`src/design/tcpk_pkg.sv`:
```
package tcpk_pkg;

  localparam int unsigned CoordBits   = 21;
  localparam int unsigned OutBits     = CoordBits + 1;
  localparam int unsigned SpacingBits = 20;
  localparam logic [SpacingBits-1:0] SpacingReset = 20'd256000;

  // squares and their sums are below 2^43
  localparam int unsigned SqBits     = 2 * CoordBits + 1;
  localparam int unsigned ProdBits   = 2 * CoordBits;
  localparam int unsigned DenBits    = SpacingBits + 1;
  localparam int unsigned DivStages  = SqBits;
  localparam int unsigned RootBits   = OutBits;
  localparam int unsigned SqrtStages = RootBits;
  localparam int unsigned FrontStages = 4;
  localparam int unsigned MidStages   = 2;
  localparam int unsigned Latency = FrontStages + DivStages + MidStages + SqrtStages + 1;

  typedef enum logic {
    OP_INVERSE = 1'b0,
    OP_FORWARD = 1'b1
  } tcpk_op_e;

  typedef struct packed {
    tcpk_op_e               op;
    logic                   neg;
    logic                   zero;
    logic                   mid;
    logic [SpacingBits-1:0] d;
    logic [CoordBits-1:0]   l1;
    logic [ProdBits-1:0]    l1sq;
    logic [SqBits-1:0]      ra;
    logic [SqBits-1:0]      rb;
  } tcpk_div_side_t;

  typedef struct packed {
    tcpk_op_e           op;
    logic               noy;
    logic               flag;
    logic [OutBits-1:0] ox;
  } tcpk_sq_side_t;

endpackage

```
`src/design/tcpk_sqrt.sv`:
```
// Two-lane floor square root, two radicand bits per stage.
module tcpk_sqrt (
  input  logic                          clk_i,
  input  logic                          rst_ni,
  input  logic                          valid_i,
  input  logic [tcpk_pkg::SqBits-1:0]   rad_a_i,
  input  logic [tcpk_pkg::SqBits-1:0]   rad_b_i,
  input  tcpk_pkg::tcpk_sq_side_t       side_i,
  output logic                          valid_o,
  output logic [tcpk_pkg::RootBits-1:0] root_a_o,
  output logic [tcpk_pkg::RootBits-1:0] root_b_o,
  output tcpk_pkg::tcpk_sq_side_t       side_o
);

  localparam int unsigned RtW  = tcpk_pkg::RootBits;
  localparam int unsigned RadW = 2 * RtW;
  localparam int unsigned RemW = RtW + 1;
  localparam int unsigned Nst  = tcpk_pkg::SqrtStages;

  typedef struct packed {
    logic [RadW-1:0] rad;
    logic [RemW-1:0] rem;
    logic [RtW-1:0]  root;
  } lane_t;

  function automatic lane_t sq_step(lane_t s);
    logic [RemW+1:0] cur;
    logic [RemW+1:0] trial;
    lane_t           n;
    cur   = {s.rem, s.rad[RadW-1:RadW-2]};
    trial = {1'b0, s.root, 2'b01};
    n.rad = {s.rad[RadW-3:0], 2'b00};
    if (cur >= trial) begin
      n.rem  = RemW'(cur - trial);
      n.root = {s.root[RtW-2:0], 1'b1};
    end else begin
      n.rem  = cur[RemW-1:0];
      n.root = {s.root[RtW-2:0], 1'b0};
    end
    return n;
  endfunction

  logic [Nst-1:0]          vld_q;
  lane_t                   a_q    [Nst];
  lane_t                   b_q    [Nst];
  tcpk_pkg::tcpk_sq_side_t side_q [Nst];

  for (genvar k = 0; k < Nst; k++) begin : g_st
    logic                    vld_in;
    lane_t                   a_in;
    lane_t                   b_in;
    tcpk_pkg::tcpk_sq_side_t side_in;

    if (k == 0) begin : g_first
      assign vld_in  = valid_i;
      assign a_in    = '{rad: {{(RadW - tcpk_pkg::SqBits){1'b0}}, rad_a_i}, rem: '0, root: '0};
      assign b_in    = '{rad: {{(RadW - tcpk_pkg::SqBits){1'b0}}, rad_b_i}, rem: '0, root: '0};
      assign side_in = side_i;
    end else begin : g_next
      assign vld_in  = vld_q[k-1];
      assign a_in    = a_q[k-1];
      assign b_in    = b_q[k-1];
      assign side_in = side_q[k-1];
    end

    always_ff @(posedge clk_i or negedge rst_ni) begin
      if (!rst_ni) begin
        vld_q[k] <= 1'b0;
      end else begin
        vld_q[k] <= vld_in;
      end
    end

    always_ff @(posedge clk_i) begin
      a_q[k]    <= sq_step(a_in);
      b_q[k]    <= sq_step(b_in);
      side_q[k] <= side_in;
    end
  end

  assign valid_o  = vld_q[Nst-1];
  assign root_a_o = a_q[Nst-1].root;
  assign root_b_o = b_q[Nst-1].root;
  assign side_o   = side_q[Nst-1];

endmodule

```
`config.mk`:
```
export PLATFORM = sky130hd
export DESIGN_NAME = tcpk_sqrt
export DESIGN_NICKNAME = d
export VERILOG_FILES = /design/src/design/tcpk_pkg.sv /design/src/design/tcpk_sqrt.sv
export SDC_FILE = /design/constraint.sdc
export NUM_CORES = 2
export LEC_CHECK = 0
export BUFFER_PORTS_ARGS = -buffer_cell sky130_fd_sc_hd__buf_4
export CORE_MARGIN = 1
export CORE_UTILIZATION = 65
export DETAILED_ROUTE_END_ITERATION = 16
export PLACE_DENSITY = 0.88
export SLEW_MARGIN = 20
export SYNTH_ARGS = -nofsm -noshare
export SYNTH_HDL_FRONTEND = slang
export SYNTH_MEMORY_MAX_BITS = 65536
export SYNTH_SLANG_ARGS = --single-unit
```
`constraint.sdc`:
```
create_clock -name clk_i -period 6.3 [get_ports clk_i]
set_input_delay 1.26 -clock clk_i [delete_from_list [all_inputs] [get_ports clk_i]]
set_output_delay 1.26 -clock clk_i [all_outputs]
set_load 0.05 [all_outputs]
```
### Word level (Yosys, flattened, before mapping)

Memory sizes are Yosys's and may differ from the RTL's.
Index checks and enable logic that the tools add are counted.

| word-level totals | value |
|---|---|
| output and inout port bits | 70 |
| logic and storage cells | 157 |
| bits of input ports | 114 |
| register bits | 22 |
| RAM bits | 4,378 |
| memories | 3 |

Memory list:

| memory | depth | bits a word | rd ports | clocked after Yosys merged registers in | wr ports | line | text |
|---|---|---|---|---|---|---|---|
| a_q | 22 | 87 | 22 | 0 | 22 | tcpk_sqrt.sv:44 | `lane_t a_q [Nst];` |
| b_q | 22 | 87 | 22 | 0 | 22 | tcpk_sqrt.sv:45 | `lane_t b_q [Nst];` |
| side_q | 22 | 25 | 22 | 0 | 22 | tcpk_sqrt.sv:46 | `tcpk_pkg::tcpk_sq_side_t side_q [Nst];` |

| cells by class | value |
|---|---|
| order comparisons | 44 |
| add/subtract/negate cells | 44 |
| muxes and demuxes | 44 |

Operators with widths:

| kind | number |
|---|---|
| $mux 45 | 44 |
| $ge 25x24->1 | 42 |
| $sub 23x23->23 | 42 |
| $sub 1x1->2 const B | 2 |
| $ge 1x1->1 const B | 2 |

### Depth between registers and ports, before layout

An unclocked memory read counts as a cell.

| logic depth | value |
|---|---|
| word-level depth | 3 |
| depth in mapped cells | 13 |
| mapped depth without buffers | 11 |

### Worst setup path before layout

No wires, ideal clock.

| timing | value |
|---|---|
| path type | register to register |
| start | memory b_q[2][182] (netlist bit) |
| end | memory b_q[2][298] (netlist bit) |
| stages on the path, launching flop included | 12 |
| path slack | 3,344 ps |
| arrival | 2,833 ps |
| path buffers | 2 |
| data required time | 6,177 ps |
| period minus slack after synthesis | 2,956 ps |
| setup time | 123 ps |
| cells stage by stage | dfxtp_1 > inv_1 > ha_1 > a21o_1 > a21o_1 > a221o_1 > o2111ai_1 > a21oi_1 > or4b_1 > clkbuf_1 > buf_2 > mux2_1 |

RTL lines:

| element | line |
|---|---|
| start, declared | tcpk_sqrt.sv:45 |

==> reports/qor.yml <==
route:
  wl_met2_mm: 97.0
  drt_iter0_markers: 3589
  vias: 61900
  wirelength_mm: 191
  met1Wirelength_mm: 75.5
  postRouteAntennaNets: 0
  top_layer_used: "met4"
  dr.pass1.iters: 6
  viasPerCell: 5.53
  wl_per_cell_um: 17.1
  drc: 0
  dr_wl_met3_mm: 8.31
clock_network:
  cts.sinks: 2902
  cts_root_buffer: "clkbuf_16"
  clk_latency_ps: 920
  htree_levels: 5
  cts_setup_buffers: 0
  numCtsBuffers: 287
  cts_resized: 0
  hold_buffers: 0
  cts_max_path_buffers: 4
  cts_tree: "done"
  clk_pin_slew_worst_paths_ps: 60
floorplanning:
  die_area_mm2: 0.149
  design.core.area_mm2: 0.146
  rows: 140
  die-width_um: 386
  die_h_um: 386
  start_util: 0.658
  num_io_pins: 184
global_routing:
  grt_pass1_wl_mm: 309
  grt_pass1_vias: 62800
  antenna_found_initial: 0
  grt_max_degree: 41
  grt_overflow: 0
  grt_use_total: 0.251
logic_synthesis:
  ys_seq_elements: 2902
  synth_common_cells: "dfxtp_1, inv_1, ha_1"
  synth_area_mm2: 0.0961
  seq_area_frac_synth: 0.606
  ys_async_sr_fraction: 0.00758
  syn_inst: 8760
  synthFlopType: "dfxtp_1"
  ys_types: 98
  yosys_warnings: 0
  synth.most_common_cell: "dfxtp_1"
  synth_area_leaders: "dfxtp_1, ha_1, xnor2_1, xor2_1, inv_1"
  yosys.area.top_type: "dfxtp_1"
  yosysTopAreaCellShare: 0.600
  synth_edf_count: 0
  syn_avg_cell_area_um2: 11.0
worst_setup_path:
  critPathLaunch: "a_q[0][293]"
  setup.worst_path.end_class: "register"
  cp_max_fo: 14
  critPathTopFamily: "simple AND/OR/NAND/NOR gates"
  reg2reg_to: "a_q[0][384]"
  crit_arrival_ps: 4490
  r2r_start: "a_q[0][293]"
  cp-start-kind: "register"
  cp.required_ps: 7080
  worst_path_max_delay_cell: "nor4b_4"
  crit_buf_inv: 0
  critPathMaxStageDelay_ps: 680
  path_class: "reg2reg"
  reg2reg_slack_ps: 2580
  cpMostUsedCell: "nor4_1"
  r2r_cells: 8
  worstPathCellList: "nor4_1 -> nand3b_1 -> or4b_1 -> nor4_1 -> nor4b_4 -> or3_1 -> nor4_1 -> xor2_1"
min_path:
  hp-class: "in2async"
pwr:
  powerDensity_mw_per_mm2: 432
  peakVddDrop_uv: 307
  power_mw: 47.0
  p_leak_nw: 50.7
sta:
  max_slew_margin: 0.279
  worst_slew_pin_slew_ps: 1080
  drv_slew: 0
  tns_ps: 0
  clock_skew_ps: 51.7
  setup_viol: 0
  layout_min_cycle_time_ps: 3720
  rsz0062_at_grt: "no"
  setup_slack_ps: 2580
  post-route-period-util: 0.590
  clock.fmax_mhz: 269
  hold_viol: 0
placement:
  portBuffers: 183
  place.gp.congestion: 0.954
  preCtsSetupSlack_ps: 2720
  dpl.hpwl_mm: 131
  placed_area_mm2: 0.0992
run:
  maxCapViolations: 0
run_status:
  status: "finished clean"
layout:
  fin_nets: 9744
  final_cell_area_mm2: 0.109
  drive_above_1_share: 0.0897
  utilization: 0.745
  synthToLayoutAreaGrowth_pct: 13.3
  fillers: 9226
  antenna_cells: 0
==> worst reg2reg max path, cell delays in order, from the launching register on <==
cell,delay [ps]
dfxtp_1,340
nor4_1,540
nand3b_1,270
or4b_1,610
nor4_1,510
nor4b_4,680
or3_1,370
nor4_1,110
xor2_1,150
==> sequential cells by signal, indices dropped and copies added (netlist names) <==
register	count
a_q	1165
b_q	1165
g_st.vld_in	21
side_q	550
valid_o	1
==> layer usage <==
layer | track usage | up-vias
met3 | 0.0356 | 622
met1 | 0.278 | 29000
met4 | 0.140 | 0
met2 | 0.459 | 1860
met5 | 0 | -
li1 | - | 30400
==> cells by family (layout without fill, tap and decap cells) <==
kind of cell	after synthesis	in the layout	share of synthesized area
AOI/OAI and AO/OA	1580	1580	0.103
DFF	2902	2902	0.606
buffers and inverters	857	1381	0.0355
xor gates and xnor gates	690	690	0.0629
muxes	103	103	0.0119
adders and majority gates	550	550	0.0716
and+or+nand+nor	2077	2077	0.109
other	1	2	0.0000390
==> final cells by class <==
cell class / count / area (µm²) / share of cell area
sequential: 2902 / 58200 / 0.535
multi-input combinational: 5002 / 34500 / 0.317
clock buffer: 393 / 8240 / 0.0757
inverter: 683 / 2560 / 0.0236
tap: 1917 / 2400 / 0.0220
timing repair buffer: 204 / 1540 / 0.0141
clock inverter: 101 / 1350 / 0.0124
==> power by group <==
group / switching, mW / total, mW / internal, mW / leakage [nW]
registers: 1.82 / 22.8 / 21.0 / 24.4
logic: 3.83 / 7.02 / 3.19 / 21.6
clock network: 6.81 / 17.2 / 10.4 / 4.72
total: 12.5 / 47.0 / 34.6 / 50.7
==> placed cells by master (no fill, tap or decap), drive strengths merged, types with 16 or more instances in the layout <==
cell type     n
o31a         18
inv         691
mux2         88
and2         23
a211oi       49
nor3b        19
nand4        79
or3          92
nor4b        20
o21ai       384
o21bai       31
a21oi       499
dfrtp        22
nand3b       29
dfxtp      2880
ha          550
o31ai        66
nor2b        86
clkinv       52
xor2        298
a21boi       21
nor2        504
nor4         94
nand2b      109
nand4b       16
nand3       133
o21a        114
a31oi        35
xnor2       392
nor3        215
or4          43
or2          53
bufinv       30
nand2       484
clkbuf      393
a21o        161
o211ai       38
a2111oi      20
and3         44
buf         204
==> through the flow <==
| stage | std cells | hold slack, ps |
|---|---|---|
| floorplan | 8761 | 310 |
| global placement | 10700 | 309 |
| detailed placement | 10700 | 312 |
| CTS | 11200 | 199 |
| global route | 11200 | 225 |
| finish | 11200 | 238 |
==> how the worst max path moves through the flow <==
stage	depth (start not counted)	end	slack, ps
finish	8	a_q[0][384]	2580
global route	10	b_q[2][202]	2390
CTS	10	b_q[2][214]	2680
detailed placement	10	b_q[2][202]	2720
global placement	10	b_q[2][376]	2750
floorplan	11	b_q[2][298]	3340
No activity file was read; power rests on OpenSTA's default activity.
